[src/prf_pkg.sv]
// prf_pkg: shared constants, types and the colour table for the packed pixel frame store.
// Used by the top level, prf_front, prf_queue and prf_back; depends on nothing.

package prf_pkg;

	localparam int COLUMNS     = 240;
	localparam int ROWS        = 400;
	localparam int COL_BYTES   = (ROWS + 1) / 2;
	localparam int FRAME_BYTES = COL_BYTES + 4;
	localparam int STORE_DEPTH = COLUMNS * COL_BYTES;

	localparam int ADDR_W   = (STORE_DEPTH > 1) ? $clog2(STORE_DEPTH) : 1;
	localparam int ROWB_W   = (COL_BYTES > 1) ? $clog2(COL_BYTES) : 1;
	localparam int COLCNT_W = $clog2(COLUMNS + 1);
	localparam int MUL_W    = ADDR_W + 1;

	localparam int QUEUE_DEPTH = 2;
	localparam int QPTR_W      = (QUEUE_DEPTH > 1) ? $clog2(QUEUE_DEPTH) : 1;
	localparam int QCNT_W      = $clog2(QUEUE_DEPTH + 1);

	localparam logic [7:0] MODE_BYTE = 8'h90;

	typedef enum logic [1:0] {
		OP_PIXEL = 2'd0,
		OP_FILL  = 2'd1,
		OP_READ  = 2'd2,
		OP_NONE  = 2'd3
	} op_t;

	typedef enum logic [1:0] {
		CMD_RESULT,
		CMD_PIXEL,
		CMD_FILL,
		CMD_READ
	} cmd_kind_t;

	typedef enum logic [1:0] {
		BK_IDLE,
		BK_FILL,
		BK_READ
	} back_state_t;

	// classified command handed from front to back
	typedef struct packed {
		cmd_kind_t             kind;
		logic                  status;
		logic [7:0]            data;
		logic [ADDR_W-1:0]     addr;
		logic [3:0]            nib;
		logic                  odd;
		logic                  last_even;
		logic [ROWB_W-1:0]     span;
		logic [COLCNT_W-1:0]   cols;
	} cmd_t;

	function automatic logic [3:0] nibble_of(input logic [2:0] code);
		logic [3:0] n;
		unique case (code)
			3'd0: n = 4'h0;
			3'd1: n = 4'h2;
			3'd2: n = 4'h4;
			3'd3: n = 4'h8;
			3'd4: n = 4'h6;
			3'd5: n = 4'hC;
			3'd6: n = 4'hA;
			3'd7: n = 4'hE;
			default: n = 4'h0;
		endcase
		return n;
	endfunction

endpackage

[src/prf_queue.sv]
// prf_queue: short command queue decoupling the classifier from the executor.
// Depends on prf_pkg.

module prf_queue import prf_pkg::*; (
	input  logic clk,
	input  logic arst_n,
	input  logic push,
	input  cmd_t push_cmd,
	input  logic pop,
	output cmd_t head,
	output logic full,
	output logic empty
);

	cmd_t              entries_q [QUEUE_DEPTH];
	logic [QPTR_W-1:0] wr_ptr_q;
	logic [QPTR_W-1:0] rd_ptr_q;
	logic [QCNT_W-1:0] count_q;

	assign full  = (count_q == QCNT_W'(QUEUE_DEPTH));
	assign empty = (count_q == '0);
	assign head  = entries_q[rd_ptr_q];

	function automatic logic [QPTR_W-1:0] next_ptr(input logic [QPTR_W-1:0] p);
		logic [QPTR_W-1:0] n;
		if (p == QPTR_W'(QUEUE_DEPTH - 1)) begin
			n = '0;
		end else begin
			n = p + QPTR_W'(1);
		end
		return n;
	endfunction

	always_ff @(posedge clk or negedge arst_n) begin
		if (!arst_n) begin
			wr_ptr_q <= '0;
			rd_ptr_q <= '0;
			count_q  <= '0;
		end else begin
			if (push) begin
				wr_ptr_q <= next_ptr(wr_ptr_q);
			end
			if (pop) begin
				rd_ptr_q <= next_ptr(rd_ptr_q);
			end
			if (push && !pop) begin
				count_q <= count_q + QCNT_W'(1);
			end else if (pop && !push) begin
				count_q <= count_q - QCNT_W'(1);
			end
		end
	end

	always_ff @(posedge clk) begin
		if (push) begin
			entries_q[wr_ptr_q] <= push_cmd;
		end
	end

endmodule

[config.mk]
export PLATFORM = sky130hd
export DESIGN_NAME = prf_queue
export DESIGN_NICKNAME = d
export VERILOG_FILES = /design/src/prf_pkg.sv /design/src/prf_queue.sv
export SDC_FILE = /design/constraint.sdc
export NUM_CORES = 1
export LEC_CHECK = 0
export BUFFER_PORTS_ARGS = -buffer_cell sky130_fd_sc_hd__buf_2
export CAP_MARGIN = 20
export CORE_UTILIZATION = 45
export DETAILED_ROUTE_END_ITERATION = 7
export PLACE_DENSITY = 0.73
export SLEW_MARGIN = 20
export SYNTH_ARGS = -nofsm -noshare
export SYNTH_HDL_FRONTEND = slang
export SYNTH_SLANG_ARGS = --single-unit
export TNS_END_PERCENT = 100
[constraint.sdc]
create_clock -name clk -period 4.3 [get_ports clk]
set_clock_uncertainty 0.15 [all_clocks]
set_input_delay 0.645 -clock clk [delete_from_list [all_inputs] [get_ports clk]]
set_output_delay 0.645 -clock clk [all_outputs]
set_load 0.05 [all_outputs]
==> out/results.txt <==
outcome: completed
fin. max-slew vios: 0
Pre-Repair DR Iteration Count: 4
Worst Path Arrival: 1.99 ns
CP cell instances: mux2_4 > buf_2
GPL Wtd Cong: 0.687
Worst setup EP type: primary output
synthesized flop and latch total: 102
Critical Path Start Type: flop
first-pass GRT wire length: 8960 um
largest family of logic cells by synthesized area: multiplexers
CTS buffer count: 9
hold_buf cts: 1
post-route ant nets: 0
clock buffer depth: 2
Syn. warnings: 0
WL final: 6120 um
core footprint: 0.00838 mm^2
GRT overflow: 0
switching share of power: 0.408
# IOs: 104
Sw Pwr: 0.00145 W
Vias/cell: 4.80
slew margin rel.: 0.321
initial antenna violation count: 2
Worst Tran Pin Value: 1.02 ns
all-layer global routing usage: 0.139
CP required: 3.50 ns
vias in the first global route: 1910
Critical-path top delay cell: dfrtp_4
commonest non-fill, non-tap cells in the layout: buf_2 (103), edfxtp_1 (98), mux2_4 (49)
total power: 0.00355 W
synthesis-to-layout area growth: 19.1%
Post-CTS Resized: 0
fin crit share: 0.648
die area: 0.00922 mm^2
DRC Markers: 0
Final HPWL DP: 4130 um
FILL cells: 694
Mapped Cells: 169
HP Class: in -> reg
Die Ht: 96 um
H-tree lvl count: 3
Setup Viol. Count Final: 0
Reg clk slew, reported paths: 0.09 ns
Synth Area in Adders: 0.00315
Comb pwr share: 0.420
PD cells: 750 mW/mm^2
Site Rows: 33
Cell variety after synth: 12
Synth Area in Simple Gates: 0.00661
compound-cell area share of the yosys netlist: 0
max-cap violations: 0
DP Area: 0.00454 mm^2
IR drop worst, VDD: 0.712 mV
DR iter-0 viols: 47
clock root cell: clkbuf_8
critical path class: reg -> out
most common cell after layout, fill and taps aside: buf_2
Port Buffers: 103
largest net degree at the start of global routing: 51
Design Area, Final: 0.00473 mm^2
Mean Syn Cell Area: 23.5 um^2
# Post-CTS Setup Buffers: 0
Routed WL per cell: 15.7 um
CP peak stage delay: 1.04 ns
Chip Width: 96 um
Syn Std Cell Area: 0.00398 mm^2
Max Freq: 359 MHz
post-synthesis mux area share: 0.185
setup TNS: 0 ns
clk sink count: 102
vias: 1875
Synth Net Count: 223
Post-Synth XOR/XNOR Area: 0.0110
clock share of power: 0.155
power share of the sequential group: 0.424
crit path time final: 2.79 ns
Final Net Count: 334
final hold vios: 0
Int Power: 0.00210 W
CP max FO: 50
Worst-Skew Late Latency: 0.34 ns
RSZ-0062 raised after global routing: false
initial core utilization: 0.474
ratio of cells with drive above 1 in the final layout: 0.595
Leak: 1.92 nW
CTS tree: yes
sequential share of the synthesized area: 0.765
-- flip-flops by register name, indices dropped and copies added (netlist names) --
name and cells:
entries_q 98, wr_ptr_q 1, count_q 2, rd_ptr_q 1
-- critical path: cells and delay by family, from the launching register on --
kind / cells / cell delay, ns
muxes: 1 / 0.36
DFF: 1 / 1.04
buffers and inverters: 1 / 0.21
-- cells by family (layout without fill, tap and decap cells) --
kind of cell	count (synthesis)	in the layout
xor gates and xnor gates	5	5
adders and majority gates	1	1
buffers and inverters	7	122
DFF	102	102
muxes	49	49
other	0	2
and+or+nand+nor	5	5
-- worst paths after layout --
| path | startpoint | to | slack, ns | cells after the start |
|---|---|---|---|---|
| worst max-delay path | rd_ptr_q$_DFFE_PN0P_ | head[16] | 1.51 | 2 |
| worst min-delay path | push_cmd[26] | entries_q[0][26]$_DFFE_PP_ | 0.33 | 1 |
| worst max register to register | wr_ptr_q$_DFFE_PN0P_ | entries_q[0][18]$_DFFE_PP_ | 2.20 | 2 |
| worst min register to register | count_q[1]$_DFFE_PN0P_ | count_q[1]$_DFFE_PN0P_ | 0.36 | 1 |
| max in group asynchronous | arst_n | rd_ptr_q$_DFFE_PN0P_ | 3.36 | 2 |
| min in group asynchronous | arst_n | wr_ptr_q$_DFFE_PN0P_ | 0.50 | 2 |
-- area by class of cell --
| type | instances | area, um^2 | area share |
|---|---|---|---|
| antenna | 2 | 5.00 | 0.00106 |
| clock buffer | 11 | 131 | 0.0277 |
| clock inverter | 4 | 48.8 | 0.0103 |
| inverter | 1 | 3.75 | 0.000793 |
| multi-input combinational | 60 | 827 | 0.175 |
| sequential | 102 | 3050 | 0.643 |
| tap | 105 | 131 | 0.0277 |
| timing repair buffer | 106 | 541 | 0.114 |
-- layer usage --
metal  GRT usage  vias to the layer above  share of wire
met5           0                        -              0
met4      0.0709                        0          0.019
met3      0.0450                        9          0.060
met2       0.238                       62           0.52
met1       0.155                      925           0.40
li1            -                      879              -
-- cell usage after synthesis, drive strengths merged --
cell	count	share of area
edfxtp	98	0.74
mux2	49	0.19
buf	6	0.028
dfrtp	4	0.025
xor2	4	0.0088
nor2	2	0.0019
nor2b	2	0.0031
and2	1	0.0016
ha	1	0.0031
inv	1	0.00094
xnor2	1	0.0022
-- per-stage QoR --
stage | utilization | setup slack, ns | std cells | hold slack (ns)
after CTS | 0.564 | 1.48 | 389 | 0.310
after detailed placement | 0.542 | 1.80 | 373 | 0.308
final | 0.565 | 1.51 | 391 | 0.331
after floorplan | - | 0.870 | 169 | 0.199
after global routing | 0.564 | 1.41 | 389 | 0.305
after global placement | 0.542 | 1.82 | 373 | 0.303
-- power by group through the flow --
stage	logic (W)	clock network (W)	registers (W)
final	0.00149	0.000552	0.00151
after global routing	0.00156	0.000606	0.00154
after CTS	0.00151	0.000571	0.00151
after detailed placement	0.00151	0	0.00154
after global placement	0.00150	0	0.00152
after floorplan	0.00145	0	0.00139
Note: power is estimated with default switching activity, not from simulation.
