===== config.mk =====
export PLATFORM = sky130hd
export DESIGN_NAME = prf_front
export DESIGN_NICKNAME = d
export VERILOG_FILES = /design/src/prf_pkg.sv /design/src/prf_front.sv
export SDC_FILE = /design/constraint.sdc
export NUM_CORES = 1
export LEC_CHECK = 0
export BUFFER_PORTS_ARGS = -buffer_cell sky130_fd_sc_hd__buf_2
export CAP_MARGIN = 15
export CORE_MARGIN = 8
export CORE_UTILIZATION = 50
export DETAILED_ROUTE_END_ITERATION = 8
export PLACE_DENSITY = 0.73
export SLEW_MARGIN = 40
export SYNTH_ARGS = -nofsm -noshare
export SYNTH_HDL_FRONTEND = slang
export SYNTH_SLANG_ARGS = --single-unit

===== constraint.sdc =====
create_clock -name clk -period 14 [get_ports clk]
set_clock_uncertainty 0.1 [all_clocks]
set_input_delay 0.7 -clock clk [delete_from_list [all_inputs] [get_ports clk]]
set_output_delay 0.7 -clock clk [all_outputs]
set_load 0.01 [all_outputs]

===== src/prf_pkg.sv =====
// prf_pkg: shared constants, types and the colour table for the packed pixel frame store.
// Used by the top level, prf_front, prf_queue and prf_back; depends on nothing.

package prf_pkg;

	localparam int COLUMNS     = 240;
	localparam int ROWS        = 400;
	localparam int COL_BYTES   = (ROWS + 1) / 2;
	localparam int FRAME_BYTES = COL_BYTES + 4;
	localparam int STORE_DEPTH = COLUMNS * COL_BYTES;

	localparam int ADDR_W   = (STORE_DEPTH > 1) ? $clog2(STORE_DEPTH) : 1;
	localparam int ROWB_W   = (COL_BYTES > 1) ? $clog2(COL_BYTES) : 1;
	localparam int COLCNT_W = $clog2(COLUMNS + 1);
	localparam int MUL_W    = ADDR_W + 1;

	localparam int QUEUE_DEPTH = 2;
	localparam int QPTR_W      = (QUEUE_DEPTH > 1) ? $clog2(QUEUE_DEPTH) : 1;
	localparam int QCNT_W      = $clog2(QUEUE_DEPTH + 1);

	localparam logic [7:0] MODE_BYTE = 8'h90;

	typedef enum logic [1:0] {
		OP_PIXEL = 2'd0,
		OP_FILL  = 2'd1,
		OP_READ  = 2'd2,
		OP_NONE  = 2'd3
	} op_t;

	typedef enum logic [1:0] {
		CMD_RESULT,
		CMD_PIXEL,
		CMD_FILL,
		CMD_READ
	} cmd_kind_t;

	typedef enum logic [1:0] {
		BK_IDLE,
		BK_FILL,
		BK_READ
	} back_state_t;

	// classified command handed from front to back
	typedef struct packed {
		cmd_kind_t             kind;
		logic                  status;
		logic [7:0]            data;
		logic [ADDR_W-1:0]     addr;
		logic [3:0]            nib;
		logic                  odd;
		logic                  last_even;
		logic [ROWB_W-1:0]     span;
		logic [COLCNT_W-1:0]   cols;
	} cmd_t;

	function automatic logic [3:0] nibble_of(input logic [2:0] code);
		logic [3:0] n;
		unique case (code)
			3'd0: n = 4'h0;
			3'd1: n = 4'h2;
			3'd2: n = 4'h4;
			3'd3: n = 4'h8;
			3'd4: n = 4'h6;
			3'd5: n = 4'hC;
			3'd6: n = 4'hA;
			3'd7: n = 4'hE;
			default: n = 4'h0;
		endcase
		return n;
	endfunction

endpackage


===== src/prf_front.sv =====
// prf_front: input register and command classifier (range checks, address multiply).
// Depends on prf_pkg.

module prf_front import prf_pkg::*; (
	input  logic        clk,
	input  logic        arst_n,
	input  logic        start,
	output logic        busy,
	input  logic [1:0]  opcode,
	input  logic [8:0]  column,
	input  logic [8:0]  row,
	input  logic [8:0]  rect_width,
	input  logic [8:0]  rect_height,
	input  logic [7:0]  colour,
	input  logic [7:0]  frame_line,
	input  logic [7:0]  frame_offset,
	input  logic        q_full,
	output logic        push,
	output cmd_t        cmd
);

	logic        valid_s1;
	logic [1:0]  op_s1;
	logic [8:0]  col_s1;
	logic [8:0]  row_s1;
	logic [8:0]  w_s1;
	logic [8:0]  h_s1;
	logic [2:0]  colour_s1;
	logic [7:0]  line_s1;
	logic [7:0]  off_s1;

	logic             accept;
	logic [9:0]       col_end;
	logic [9:0]       row_end;
	logic [9:0]       last_row;
	logic             pix_ok;
	logic             fill_ok;
	logic             fill_empty;
	logic             rd_ok;
	logic [8:0]       mul_sel;
	logic [MUL_W-1:0] row_byte;
	logic [MUL_W-1:0] prod;
	logic [MUL_W-1:0] addr_full;

	assign busy   = valid_s1 & q_full;
	assign accept = start & ~busy;
	assign push   = valid_s1 & ~q_full;

	always_ff @(posedge clk or negedge arst_n) begin
		if (!arst_n) begin
			valid_s1 <= 1'b0;
		end else if (accept) begin
			valid_s1 <= 1'b1;
		end else if (push) begin
			valid_s1 <= 1'b0;
		end
	end

	always_ff @(posedge clk) begin
		if (accept) begin
			op_s1     <= opcode;
			col_s1    <= column;
			row_s1    <= row;
			w_s1      <= rect_width;
			h_s1      <= rect_height;
			colour_s1 <= colour[2:0];
			line_s1   <= frame_line;
			off_s1    <= frame_offset;
		end
	end

	always_comb begin
		col_end    = {1'b0, col_s1} + {1'b0, w_s1};
		row_end    = {1'b0, row_s1} + {1'b0, h_s1};
		last_row   = row_end - 10'd1;
		pix_ok     = ({1'b0, col_s1} < 10'(COLUMNS)) && ({1'b0, row_s1} < 10'(ROWS));
		fill_ok    = (col_end <= 10'(COLUMNS)) && (row_end <= 10'(ROWS));
		fill_empty = (w_s1 == 9'd0) || (h_s1 == 9'd0);
		rd_ok      = ({2'b0, line_s1} < 10'(COLUMNS)) && ({2'b0, off_s1} < 10'(FRAME_BYTES));

		// column base times bytes per column, plus byte within the column
		if (op_t'(op_s1) == OP_READ) begin
			mul_sel  = {1'b0, line_s1};
			row_byte = MUL_W'(off_s1) - MUL_W'(2);
		end else begin
			mul_sel  = col_s1;
			row_byte = MUL_W'(row_s1[8:1]);
		end
		prod      = MUL_W'(mul_sel) * MUL_W'(COL_BYTES);
		addr_full = prod + row_byte;

		cmd           = '0;
		cmd.kind      = CMD_RESULT;
		cmd.status    = 1'b1;
		cmd.addr      = addr_full[ADDR_W-1:0];
		cmd.nib       = nibble_of(colour_s1);
		cmd.odd       = row_s1[0];
		cmd.last_even = ~last_row[0];
		cmd.span      = ROWB_W'(last_row[8:1]) - ROWB_W'(row_s1[8:1]);
		cmd.cols      = COLCNT_W'(w_s1);

		unique case (op_t'(op_s1))
			OP_PIXEL: begin
				if (pix_ok) begin
					cmd.kind   = CMD_PIXEL;
					cmd.status = 1'b0;
				end
			end
			OP_FILL: begin
				if (fill_ok) begin
					cmd.status = 1'b0;
					if (!fill_empty) begin
						cmd.kind = CMD_FILL;
					end
				end
			end
			OP_READ: begin
				if (rd_ok) begin
					cmd.status = 1'b0;
					priority if (off_s1 == 8'd0) begin
						cmd.data = MODE_BYTE;
					end else if (off_s1 == 8'd1) begin
						cmd.data = line_s1;
					end else if ({2'b0, off_s1} < 10'(COL_BYTES + 2)) begin
						cmd.kind = CMD_READ;
					end else begin
						cmd.data = 8'h00;
					end
				end
			end
			OP_NONE: begin
				cmd.status = 1'b1;
			end
			default: begin
				cmd.status = 1'b1;
			end
		endcase
	end

endmodule


==> metrics.log <==
INFO  metric rsz0062_at_grt = no
INFO  metric asyncSetResetFlopFracSynth = 1.64%
INFO  metric die_y = 116 um
INFO  metric syn_to_final_growth = 17.4%
INFO  metric critical_path_peak_fanout = 14
INFO  metric drv.max_cap_violation_count = 0
INFO  metric worst_hold_path.num_cells = 1
INFO  metric synth.net_count = 651
INFO  metric combinationalPowerShare = 48.9%
INFO  metric tritoncts_clock_tree = built
INFO  metric ioPinCount = 117
INFO  metric regArea = 0.00180 mm^2
INFO  metric via_count = 4064
INFO  metric grt_most_used_layer = met2
INFO  metric timing.final.setup_violations = 0
INFO  metric cells_traversed_along_the_worst_timing_path = nor2b_2, mux2i_1, inv_1, ha_1, ha_1, ha_1, ha_1, a21o_1, a21oi_1, o21bai_1, a21oi_1, xnor2_1, ha_1, and3_1, a221o_1, a311oi_1, o311ai_0, buf_2
INFO  metric totalWireLength = 12300 um
INFO  metric path_class = flip-flop to primary output
INFO  metric worst_setup_path_start_kind = flip-flop
INFO  metric multi_input_comb_area = 0.00296 mm^2
INFO  metric final_layout_size_suffix_gt1_share = 22.2%
INFO  metric hp-class = primary input to flip-flop
INFO  metric violation_count_after_the_first_detailed_routing_iteration = 228
INFO  metric power_density = 121 mW/mm^2
INFO  metric placedInstanceArea = 0.00567 mm^2
INFO  metric post-route-min-period = 6.17 ns
INFO  metric clk-insertion-delay-late = 0.36 ns
INFO  metric tns_setup = 0 ns
INFO  metric power_leakage = 2.75 nW
INFO  metric worst_ir_drop_vdd = 81.4 uV
INFO  metric reg_to_reg_critical_path_endpoint = cmd[21]$_DFF_P_
INFO  metric grt.total_usage = 19.3%
INFO  metric placement_rows = 36
INFO  metric dominantRegCellSynth = sky130_fd_sc_hd__edfxtp_1
INFO  metric timing.final.crit_share = 44.0%
INFO  metric clock_tree.htree_level_count = 3
INFO  metric finalMaxSlewViolations = 0
INFO  metric hold_end = w_s1[2]$_DFFE_PP_
INFO  metric cts.sinks = 61
INFO  metric diodes = 0
INFO  metric syn-mean-instance-area = 9.81 um^2
INFO  metric hold_viol_final = 0
INFO  metric required_time_at_the_endpoint_of_the_critical_path = 13.20 ns
INFO  metric post_synthesis_sequential_area_ratio = 35.8%
INFO  metric wl_per_cell = 16.2 um
INFO  metric postLayoutCellArea = 0.00589 mm^2
INFO  metric clock.fmax = 162 MHz
INFO  metric cts.hold.buffers_added = 1
INFO  metric postCtsSetupBuffers = 0
INFO  metric synth_cells = 511
INFO  metric floorplan.initialDensity = 51.3%
INFO  metric area_of_the_mapped_netlist = 0.00501 mm^2
INFO  metric clockPowerShare = 19.9%
INFO  metric dpl.hpwl = 10200 um
INFO  metric fillerInstances = 854
INFO  metric outcome = completed
INFO  metric worstHoldStart = rect_width[2]
INFO  metric die_w = 116 um
INFO  metric globalRouteMet1Util = 23.4%
INFO  metric gp_routability_congestion = 0.874
INFO  metric cts.reportedPaths.clkPinSlew = 0.07 ns
INFO  metric netSwitchingFraction = 39.2%
INFO  metric maxSlewHeadroom = 59.7%
INFO  metric viasPerCell = 5.36
INFO  metric first_global_vias = 4227
INFO  metric numCtsBuffers = 9
INFO  metric ctsRootBufferMaster = sky130_fd_sc_hd__clkbuf_8
INFO  metric synthesis.yosys.warnings = 0
INFO  metric grt_max_degree = 35
INFO  metric crit_arrival = 5.37 ns
INFO  metric io_buffers = 110
INFO  metric slowest_delay = 0.49 ns
INFO  metric path_common_cell = sky130_fd_sc_hd__ha_1
INFO  metric globalRouteMet3Util = 6.72%
INFO  metric grt_antenna_before_repair = 0
INFO  metric p_int = 433 uW
INFO  metric grt_pass1_wl = 20100 um
INFO  metric grt-ovfl-total = 0
INFO  metric synth-edff-count = 57
INFO  metric power.switching = 279 uW
INFO  metric worstRegToRegCells = 5
INFO  metric finalNetCount = 760
INFO  metric floorplan.core_area = 0.00977 mm^2
INFO  metric design_power_total = 712 uW
INFO  metric ys_types = 58
INFO  metric crit_slowest_cell = sky130_fd_sc_hd__nor2b_2
INFO  metric r2r_slack = 12.14 ns
INFO  metric worst_r2r_startpoint = valid_s1$_DFFE_PN0P_
INFO  metric drc_errors_left = 0
INFO  metric grt_use_met2 = 31.2%
INFO  metric cp-end-kind = primary output
INFO  metric startpoint = op_s1[0]$_DFFE_PP_
INFO  metric antenna_violating_nets_post_route = 0
INFO  metric drt_first_pass_iters = 4
INFO  metric synth.ff_latch_count = 61
INFO  metric worst_pin_slew = 0.599 ns
INFO  metric seq_power_share = 31.2%
INFO  metric ctsResizeCount = 0
INFO  metric cts_max_path_buffers = 2
INFO  metric die-area = 0.0135 mm^2
[flip-flops by register name (all words and copies together), names as in the netlist]
register and count:
cmd 3, col_s1 9, colour_s1 3, h_s1 9, line_s1 8, off_s1 8
op_s1 2, row_s1 9, valid_s1 1, w_s1 9
[cell usage after synthesis, drive strengths merged (2+ instances only)]
library cell  instances  share of area [%]
ha                   66                 16
edfxtp               57                 34
inv                  51                3.8
nand2                45                3.4
xnor2                32                5.6
nor2                 31                2.3
a21oi                25                2.5
o21ai                24                2.4
xor2                 21                3.7
nor3                 15                1.5
a21o                 12                1.8
buf                  11                1.6
nor2b                 9                1.1
fa                    8                3.2
nand2b                8                1.0
nand3                 8               0.80
and2                  7               0.87
o21bai                7                1.1
a211o                 4               0.70
clkbuf                4               0.30
nor4                  4               0.50
o21a                  4               0.60
a31oi                 3               0.37
dfxtp                 3                1.2
nand4                 3               0.37
nor3b                 3               0.67
o311ai                3               0.52
o31a                  3               0.52
o31ai                 3               0.45
or3                   3               0.37
a211oi                2               0.30
a311oi                2               0.35
a41oi                 2               0.35
and3                  2               0.25
maj3                  2               0.42
mux2                  2               0.45
nand3b                2               0.30
o2111ai               2               0.35
o211ai                2               0.30
o221ai                2               0.35
[cells by family (layout without fill, tap and decap cells)]
family / Yosys count / after routing / synth area share [%]
AOI/OAI and AO/OA: 109 / 109 / 14.7
DFF: 61 / 61 / 35.8
other: 1 / 1 / 0.0748
adders and majority gates: 76 / 76 / 20.1
buffers and inverters: 66 / 180 / 5.69
xor gates and xnor gates: 53 / 53 / 9.26
muxes: 3 / 3 / 0.649
and+or+nand+nor: 142 / 142 / 13.7
[placed cells by master (no fill, tap or decap), types with 4 or more instances in the layout]
cell and n:
sky130_fd_sc_hd__a211o_1 4, sky130_fd_sc_hd__a21o_1 12, sky130_fd_sc_hd__a21oi_1 25, sky130_fd_sc_hd__and2_1 7, sky130_fd_sc_hd__buf_2 110, sky130_fd_sc_hd__clkbuf_8 9, sky130_fd_sc_hd__edfxtp_1 57, sky130_fd_sc_hd__fa_1 8
sky130_fd_sc_hd__ha_1 66, sky130_fd_sc_hd__inv_1 51, sky130_fd_sc_hd__nand2_1 45, sky130_fd_sc_hd__nand2b_1 7, sky130_fd_sc_hd__nand3_1 8, sky130_fd_sc_hd__nor2_1 31, sky130_fd_sc_hd__nor2b_1 7, sky130_fd_sc_hd__nor3_1 15
sky130_fd_sc_hd__o21a_1 4, sky130_fd_sc_hd__o21ai_0 24, sky130_fd_sc_hd__o21bai_1 6, sky130_fd_sc_hd__xnor2_1 32, sky130_fd_sc_hd__xor2_1 21
[power by group through the flow]
stage | clock network (mW) | registers, mW | logic (mW)
6_report | 0.141 | 0.222 | 0.348
5_1_grt | 0.154 | 0.224 | 0.392
4_1_cts | 0.146 | 0.222 | 0.351
3_5_place_dp | 0 | 0.226 | 0.348
3_3_place_gp | 0 | 0.226 | 0.337
2_1_floorplan | 0 | 0.224 | 0.249
[how the worst max path moves through the flow]
stage / to / slack [ns] / cells after the start
floorplan: cmd[36] / 8.65 / 17
global placement: cmd[36] / 8.14 / 17
detailed placement: cmd[36] / 8.23 / 18
CTS: cmd[36] / 7.80 / 18
global route: cmd[36] / 7.46 / 17
finish: cmd[36] / 7.83 / 18
[per-stage QoR]
| step | hold WS [ns] | worst slack (ns) | utilization (%) | instances |
|---|---|---|---|---|
| 6_report | 0.405 | 7.83 | 60.2 | 758 |
| 5_1_grt | 0.379 | 7.46 | 60.2 | 758 |
| 4_1_cts | 0.383 | 7.80 | 59.9 | 757 |
| 3_5_place_dp | 0.382 | 8.23 | 58.0 | 740 |
| 3_3_place_gp | 0.380 | 8.14 | 57.9 | 740 |
| 2_1_floorplan | 0.304 | 8.65 | - | 511 |
[routing by layer]
layer	vias to the layer above	part of all wire, %	routed length [um]
met3	18	8.4	1030
met4	0	1.5	188
met1	1867	44	5380
met2	136	46	5700
met5	-	0	0
li1	2043	-	-
[critical path, delay by kind of cell, from the launching register on]
family	cells	cell delay, ns
muxes	1	0.42
and+or+nand+nor	2	0.73
AOI/OAI and AO/OA	7	1.54
buffers and inverters	2	0.30
adders and majority gates	5	1.38
xor gates and xnor gates	1	0.15
DFF	1	0.48
[cell type report]
| cell class | instances | area share (%) |
|---|---|---|
| clock buffers | 9 | 2.10 |
| clock inverters | 7 | 0.872 |
| inverters | 51 | 3.25 |
| multi-input cells | 384 | 50.3 |
| flip-flops and latches | 61 | 30.5 |
| well taps | 133 | 2.83 |
| repair buffers | 113 | 10.1 |
(Power assumes the default switching activity.)
